[src/rtl/ted_pkg.sv]
// Types, constants and helper functions for the text encoding detector.
`timescale 1ns / 1ps

package ted_pkg;

	// Limit on the next UTF-8 continuation byte after a lead byte.
	typedef enum logic [2:0] {
		RNG_80_BF = 3'd0,
		RNG_A0_BF = 3'd1,
		RNG_80_9F = 3'd2,
		RNG_90_BF = 3'd3,
		RNG_80_8F = 3'd4
	} utf8_range_t;

	// Bit positions in the result mask.
	localparam int unsigned MaskUtf8Bit  = 0;
	localparam int unsigned MaskUtf16Bit = 1;
	localparam int unsigned MaskUtf32Bit = 2;
	localparam int unsigned MaskWidth    = 3;
	localparam int unsigned TdataWidth   = 8;

	// True when a continuation byte lies inside the window the lead byte allows.
	function automatic logic utf8_cont_ok(input logic [7:0] b, input utf8_range_t rng);
		logic ok;
		begin
			case (rng)
				RNG_A0_BF: ok = (b >= 8'hA0) && (b <= 8'hBF);
				RNG_80_9F: ok = (b >= 8'h80) && (b <= 8'h9F);
				RNG_90_BF: ok = (b >= 8'h90) && (b <= 8'hBF);
				RNG_80_8F: ok = (b >= 8'h80) && (b <= 8'h8F);
				default:   ok = (b >= 8'h80) && (b <= 8'hBF);
			endcase
			return ok;
		end
	endfunction

	// High byte of a UTF-16 word that is a high (leading) surrogate.
	function automatic logic is_high_surr(input logic [7:0] hi_byte);
		return hi_byte[7:2] == 6'b110110;
	endfunction

	// High byte of a UTF-16 word that is a low (trailing) surrogate.
	function automatic logic is_low_surr(input logic [7:0] hi_byte);
		return hi_byte[7:2] == 6'b110111;
	endfunction

endpackage

[src/rtl/text_encoding_detector.sv]
// Top level of the text encoding detector: UTF-8, UTF-16LE and UTF-32LE checks on a byte stream.
`timescale 1ns / 1ps

// Channel   Direction  Payload
// s_axis    in         tdata[7:0] = data_byte, tlast = last_byte
// m_axis    out        tdata[2:0] = valid_encodings, tdata[7:3] = 0
//
// One byte is taken per clock while s_axis_tready is high. Every check updates its state
// in the same cycle the byte transfer happens, and the result of a buffer is in the output
// register in the cycle after its last byte. The output register is the only stall point:
// s_axis_tready drops only while a result sits unread and m_axis_tready is low.
// arst_n clears all checker state and empties the output register.
// After each last byte every checker returns to its reset state for the next buffer.
module text_encoding_detector
	import ted_pkg::*;
(
	input  logic                  clk,
	input  logic                  arst_n,
	input  logic                  s_axis_tvalid,
	output logic                  s_axis_tready,
	input  logic [TdataWidth-1:0] s_axis_tdata,   // [7:0] data_byte
	input  logic                  s_axis_tlast,   // last_byte
	output logic                  m_axis_tvalid,
	input  logic                  m_axis_tready,
	output logic [TdataWidth-1:0] m_axis_tdata    // [2:0] valid_encodings, [7:3] zero
);

	// Checker state.
	logic                 utf8_ok_q;
	logic [1:0]           utf8_pend_q;
	utf8_range_t          utf8_rng_q;
	logic                 utf16_ok_q;
	logic                 utf16_hi_pend_q;
	logic                 utf32_ok_q;
	logic [23:0]          word_part_q;
	logic [1:0]           phase_q;

	// Output register.
	logic                 res_valid_q;
	logic [MaskWidth-1:0] res_mask_q;

	// Next-state values computed from the incoming byte.
	logic                 utf8_ok_d;
	logic [1:0]           utf8_pend_d;
	utf8_range_t          utf8_rng_d;
	logic                 utf16_ok_d;
	logic                 utf16_hi_pend_d;
	logic                 utf32_ok_d;
	logic [23:0]          word_part_d;
	logic [MaskWidth-1:0] mask_d;
	logic [7:0]           b;
	logic                 in_xfer;
	logic                 w16_done;
	logic                 w32_bad;

	assign b       = s_axis_tdata[7:0];
	assign in_xfer = s_axis_tvalid && s_axis_tready;

	// A new byte is welcome unless a result is stuck in the output register.
	assign s_axis_tready = !res_valid_q || m_axis_tready;

	assign m_axis_tvalid = res_valid_q;
	assign m_axis_tdata  = {{(TdataWidth - MaskWidth){1'b0}}, res_mask_q};

	always_comb begin
		// UTF-8: either a continuation byte inside a sequence, or a new lead byte.
		utf8_ok_d   = utf8_ok_q;
		utf8_pend_d = utf8_pend_q;
		utf8_rng_d  = RNG_80_BF;
		if (utf8_pend_q != 2'd0) begin
			if (utf8_cont_ok(b, utf8_rng_q)) begin
				utf8_pend_d = utf8_pend_q - 2'd1;
			end else begin
				// Error: the sequence is dropped so later bytes parse as new leads.
				utf8_ok_d   = 1'b0;
				utf8_pend_d = 2'd0;
			end
		end else begin
			case (b) inside
				[8'h00:8'h7F]: utf8_pend_d = 2'd0;
				[8'hC2:8'hDF]: utf8_pend_d = 2'd1;
				[8'hE0:8'hEF]: begin
					utf8_pend_d = 2'd2;
					// E0 would allow overlong forms, ED would encode surrogates.
					if (b == 8'hE0) begin
						utf8_rng_d = RNG_A0_BF;
					end else if (b == 8'hED) begin
						utf8_rng_d = RNG_80_9F;
					end
				end
				[8'hF0:8'hF4]: begin
					utf8_pend_d = 2'd3;
					// F0 would allow overlong forms, F4 values above the code space.
					if (b == 8'hF0) begin
						utf8_rng_d = RNG_90_BF;
					end else if (b == 8'hF4) begin
						utf8_rng_d = RNG_80_8F;
					end
				end
				default: utf8_ok_d = 1'b0;
			endcase
		end

		// UTF-16LE: a word completes on odd phases; only its high byte decides the class.
		w16_done = phase_q[0];
		utf16_ok_d      = utf16_ok_q;
		utf16_hi_pend_d = utf16_hi_pend_q;
		if (w16_done) begin
			if (utf16_hi_pend_q) begin
				if (!is_low_surr(b)) begin
					utf16_ok_d = 1'b0;
				end
				utf16_hi_pend_d = 1'b0;
			end else if (is_high_surr(b)) begin
				utf16_hi_pend_d = 1'b1;
			end else if (is_low_surr(b)) begin
				utf16_ok_d = 1'b0;
			end
		end

		// UTF-32LE: on the fourth byte, reject values above 10FFFF and surrogates.
		w32_bad = (b != 8'h00) || (word_part_q[23:16] > 8'h10)
			|| ((word_part_q[23:16] == 8'h00) && (word_part_q[15:11] == 5'b11011));
		utf32_ok_d = utf32_ok_q;
		if (phase_q == 2'd3 && w32_bad) begin
			utf32_ok_d = 1'b0;
		end

		// Collect the bytes of the current 32-bit word.
		word_part_d = word_part_q;
		case (phase_q)
			2'd0:    word_part_d[7:0]   = b;
			2'd1:    word_part_d[15:8]  = b;
			2'd2:    word_part_d[23:16] = b;
			default: word_part_d        = 24'h0;
		endcase

		// Result mask for a buffer that ends on this byte.
		mask_d = '0;
		mask_d[MaskUtf8Bit]  = utf8_ok_d && (utf8_pend_d == 2'd0);
		mask_d[MaskUtf16Bit] = utf16_ok_d && !utf16_hi_pend_d && phase_q[0];
		mask_d[MaskUtf32Bit] = utf32_ok_d && (phase_q == 2'd3);
	end

	always_ff @(posedge clk or negedge arst_n) begin
		if (!arst_n) begin
			utf8_ok_q       <= 1'b1;
			utf8_pend_q     <= 2'd0;
			utf8_rng_q      <= RNG_80_BF;
			utf16_ok_q      <= 1'b1;
			utf16_hi_pend_q <= 1'b0;
			utf32_ok_q      <= 1'b1;
			word_part_q     <= 24'h0;
			phase_q         <= 2'd0;
		end else if (in_xfer) begin
			if (s_axis_tlast) begin
				// End of buffer: start the next one from a clean slate.
				utf8_ok_q       <= 1'b1;
				utf8_pend_q     <= 2'd0;
				utf8_rng_q      <= RNG_80_BF;
				utf16_ok_q      <= 1'b1;
				utf16_hi_pend_q <= 1'b0;
				utf32_ok_q      <= 1'b1;
				word_part_q     <= 24'h0;
				phase_q         <= 2'd0;
			end else begin
				utf8_ok_q       <= utf8_ok_d;
				utf8_pend_q     <= utf8_pend_d;
				utf8_rng_q      <= utf8_rng_d;
				utf16_ok_q      <= utf16_ok_d;
				utf16_hi_pend_q <= utf16_hi_pend_d;
				utf32_ok_q      <= utf32_ok_d;
				word_part_q     <= word_part_d;
				phase_q         <= phase_q + 2'd1;
			end
		end
	end

	// Output register: loaded by a last byte, emptied when the consumer takes the result.
	always_ff @(posedge clk or negedge arst_n) begin
		if (!arst_n) begin
			res_valid_q <= 1'b0;
		end else if (in_xfer && s_axis_tlast) begin
			res_valid_q <= 1'b1;
		end else if (m_axis_tready) begin
			res_valid_q <= 1'b0;
		end
	end

	always_ff @(posedge clk) begin
		if (in_xfer && s_axis_tlast) begin
			res_mask_q <= mask_d;
		end
	end

endmodule

[config.mk]
export PLATFORM = sky130hd
export DESIGN_NAME = text_encoding_detector
export DESIGN_NICKNAME = d
export VERILOG_FILES = /design/src/rtl/ted_pkg.sv /design/src/rtl/text_encoding_detector.sv
export SDC_FILE = /design/constraint.sdc
export NUM_CORES = 1
export LEC_CHECK = 0
export ABC_CLOCK_PERIOD_IN_PS = 2200
export CAP_MARGIN = 30
export CORE_UTILIZATION = 63
export CTS_CLUSTER_DIAMETER = 200
export DETAILED_ROUTE_END_ITERATION = 8
export DONT_BUFFER_PORTS = 1
export GPL_TIMING_DRIVEN = 0
export HOLD_SLACK_MARGIN = 0.12
export PLACE_DENSITY = 0.79
export SKIP_LAST_GASP = 1
export SLEW_MARGIN = 20
export SYNTH_ARGS = -nofsm -noshare
export SYNTH_HDL_FRONTEND = slang
export SYNTH_SLANG_ARGS = --single-unit
[constraint.sdc]
create_clock -name clk -period 2.2 [get_ports clk]
set_input_delay 0 -clock clk [delete_from_list [all_inputs] [get_ports clk]]
set_output_delay 0 -clock clk [all_outputs]
set_load 0.05 [all_outputs]
==> key figures <==
Synthesis
  • Gate Count Post-Synth: approximately 190
  • Asr flop ratio synth: roughly nine tenths
  • Yosys reg bits: 28
  • Syn Area/Cell: 9.33 µm²
  • Post-Synth Adder-Cell Area: 3.49%
  • Post-synthesis mux area share: less than 1%
  • Mapped Area: 1790 µm²
  • Post-synthesis xor/xnor area fraction: 0.978%
  • Yosys cell types: 55
  • Sequential area share after synthesis: between 40% and 50%
  • Main synth FF type: dfrtp_1
  • Simple-gate portion of the synthesized area: between 20 and 30%
  • Compound-Gate Fraction of Synth Area: roughly 20%
  • Largest family of logic cells by synthesized area: simple AND/OR/NAND/NOR gates
  • YS warnings: 0
  • Number of flops mapped to enable cells by yosys: 3

GRT
  • Gr usage total: ~30%
  • Vias in the first global route: approximately 1600
  • First-pass GRT wire length: about 7400 µm
  • Initial antenna violation count: 0
  • Pin count of the biggest net entering global routing: 23
  • Grt ovf: 0

Drt
  • Vias/cell: around 6.6
  • # DRC: 0
  • Starting DRT DRC Count: 80
  • Final routed wire length divided by cell count: 17.6 µm
  • Wire length on met1: roughly 2000 µm
  • Via count: 1633
  • Max Used Layer: met4
  • DR WL met2: roughly 2000 µm
  • First-pass detailed-route iteration total: 4
  • Final WL: around 4300 µm
  • Met3 WL: 300 µm
  • Post-route ant nets: 0

Die
  • Top Ports: 23
  • DIE AREA: 3060 µm²
  • Die Y-Extent: ~55 µm
  • Initial core utilization: 69.1%
  • Die span in x: 55.3 µm
  • Row cnt: 18
  • Core area: approximately 2600 µm²

STA
  • Max-slew violation count: 0
  • Final setup fails: 0
  • Setup Skew: between 0.004 and 0.005 ns
  • Endpoints failing hold: 0
  • Fin Setup TNS: 0 ns
  • Period utilization: between 90% and 100%
  • Final min period: around 2.1 ns
  • F_max: slightly below 0.5 GHz
  • Worst slew pin tran: just over 0.6 ns
  • Worst slew margin: 58.5%
  • Unrepaired setup endpoints after global routing: true

Cells and area
  • Post-route core utilization: approximately 80%
  • Reg area: a little over 700 µm²
  • Ant. Diodes: 0
  • Layout area overhead: 15.0%
  • Most frequent cells in the layout: 33 x nand2_1, 21 x dfrtp_1, 14 x o21ai_0, 14 x dlygate4sd3_1
  • Fin area: approximately 2000 µm²
  • Commonest non-fill, non-tap cell in the layout: nand2_1
  • Proportion of layout cells with a drive suffix above 1: about 17%
  • Area of the multi-input gates: 961 µm²
  • Fillers: 162
  • # nets final: around 240

Clocking
  • CTS tree: yes
  • Postcts setup bufs: 0
  • Clk root buf: clkbuf_4
  • Worst-Skew Late Latency: 0.33 ns
  • Clk sink count: 28
  • Htree depth: 1
  • Clock Path Buffers: 2
  • Clock transition at path regs: ~0.15 ns
  • CTS Buf Count: 3

Critical path
  • CP max stage delay: 0.49 ns
  • WP data required: around 2.3 ns
  • Crit-path leading delay family: simple AND/OR/NAND/NOR gates
  • Reg2Reg Setup Slack: 0.13 ns
  • RR Startpoint: utf8_pend_q[0]
  • Setup CP Type: reg2reg
  • Buf/Inv on CP: 1
  • R2R cell count: 5
  • FF-to-FF End: res_mask_q[0]
  • WP data arrival: roughly 2.2 ns
  • Crit start category: flip-flop
  • Crit path max fanout: 8
  • CP max stage cell: nor4b_2
  • Critical Path End Type: flip-flop
  • Cell Chain, Critical Path: inv_1, ha_1, nor4b_2, nand4_1, a2111oi_2

Placed design
  • Dpl cell area: ~1800 µm²
  • Post-DP HPWL: approximately 3000 µm
  • IO Port Bufs: 0
  • GP Congestion: ~0.95

Worst hold path
  • Worst Hold Depth: 4
  • Min-Delay Path Class: in2reg
  • Hold Path End: utf8_pend_q[1]
  • Min-delay src: s_axis_tdata[0]

Power
  • Leakage: between 0.8 and 0.9 nW
  • Pint: ~0.87 mW
  • Max IR drop VDD: roughly 0.57 mV
  • Register share of total power: 50.2%
  • Net Sw Frac: between 30% and 40%
  • Part of the power in the clock network: a little under a quarter
  • PwrDens: about 640 nW/µm²
  • Gate power share: 27.0%
  • Sw Pwr: 0.443 mW

Outcome
  • Status: finished clean

Flow run
  • Max Cap Viol: 0
## metal layers
layer,GRT usage (%),vias to the layer above
met5,0,-
met4,11.8,0
met3,3.75,14
met2,47.5,96
met1,42.6,769
li1,-,754
## state kept, by name (all words and copies together) (netlist names)
signal           cells
word_part_q         13
utf8_rng_q           3
utf32_ok_q           1
res_mask_q           3
utf16_ok_q           1
utf8_pend_q          2
utf16_hi_pend_q      1
m_axis_tvalid        1
phase_q              2
utf8_ok_q            1
## worst max path at each step
stage / from / to / cells after the start / slack (ns)
after floorplan: m_axis_tvalid / utf8_rng_q[2] / 6 / 0.42
after CTS: m_axis_tvalid / word_part_q[18] / 6 / 0.004
final: utf8_pend_q[0] / res_mask_q[0] / 5 / 0.13
after global routing: utf8_pend_q[0] / res_mask_q[0] / 5 / -0.005
after detailed placement: m_axis_tvalid / word_part_q[18] / 6 / 0.05
after global placement: m_axis_tvalid / utf8_rng_q[0] / 6 / 0.07
## worst reg2reg max path: stages, from the launching register on
cell       delay, ns
dfrtp_1         0.44
inv_1           0.08
ha_1            0.31
nor4b_2         0.49
nand4_1         0.18
a2111oi_2       0.40
## logic make-up (layout without fill, tap and decap cells)
group,count (synthesis),in the layout
AOI/OAI and AO/OA,51,51
xor gates and xnor gates,2,2
adders and majority gates,5,5
buffers and inverters,24,44
DFF,28,28
muxes,1,1
other,1,5
and+or+nand+nor,80,80
## power groups by stage
stage	registers (mW)	clock network [mW]	logic, mW
2_1_floorplan	0.654	0	0.257
3_3_place_gp	0.666	0	0.301
3_5_place_dp	0.669	0	0.309
4_1_cts	0.659	0.301	0.348
5_1_grt	0.668	0.319	0.391
6_report	0.660	0.300	0.356
## metrics by stage
step / power [mW] / worst slack, ns / hold slack [ns] / std cells
floorplan: 0.911 / 0.421 / -0.296 / 196
CTS: 1.31 / 0.00351 / 0.123 / 245
detailed placement: 0.979 / 0.0467 / -0.295 / 226
global route: 1.38 / -0.00510 / 0.160 / 246
finish: 1.32 / 0.130 / 0.161 / 246
global placement: 0.966 / 0.0727 / -0.295 / 226
## cell type report
type                            count  area share (%)
Multi-Input combinational cell    144            46.7
Sequential cell                    28            35.0
Timing Repair Buffer               16            8.02
Buffer                             15            4.56
Clock buffer                        4            2.31
Tap cell                           30            1.82
Inverter                            9            1.64
## what timing repair did
item / in CTS / in global routing
endpoints found under the hold margin: 47 / 2
hold buffers: 15 / 1
gates resized for setup: 0 / 2
endpoints found under the setup margin: 0 / 12
## cell usage after synthesis (all sizes together) (2+ instances only)
cell	instances	area (µm²)
nor2	5	18.8
buf	11	78.8
ha	5	62.6
o31ai	3	22.5
clkbuf	4	15.0
and4	2	17.5
nand2	33	124
nor4b	5	65.1
dfstp	3	78.8
edfxtp	3	90.1
nor3	4	20.0
dfrtp	22	551
a31oi	3	18.8
a22o	2	17.5
nand4	3	18.8
nor4	5	46.3
o21ai	17	85.1
a32oi	3	26.3
nor2b	5	31.3
or3	3	23.8
o311ai	2	17.5
a41oi	2	17.5
a22oi	3	22.5
a21oi	6	30.0
o211ai	4	30.0
nand4b	2	17.5
xnor2	2	17.5
inv	9	33.8
nand3	4	25.0
(Power assumes the default switching activity.)
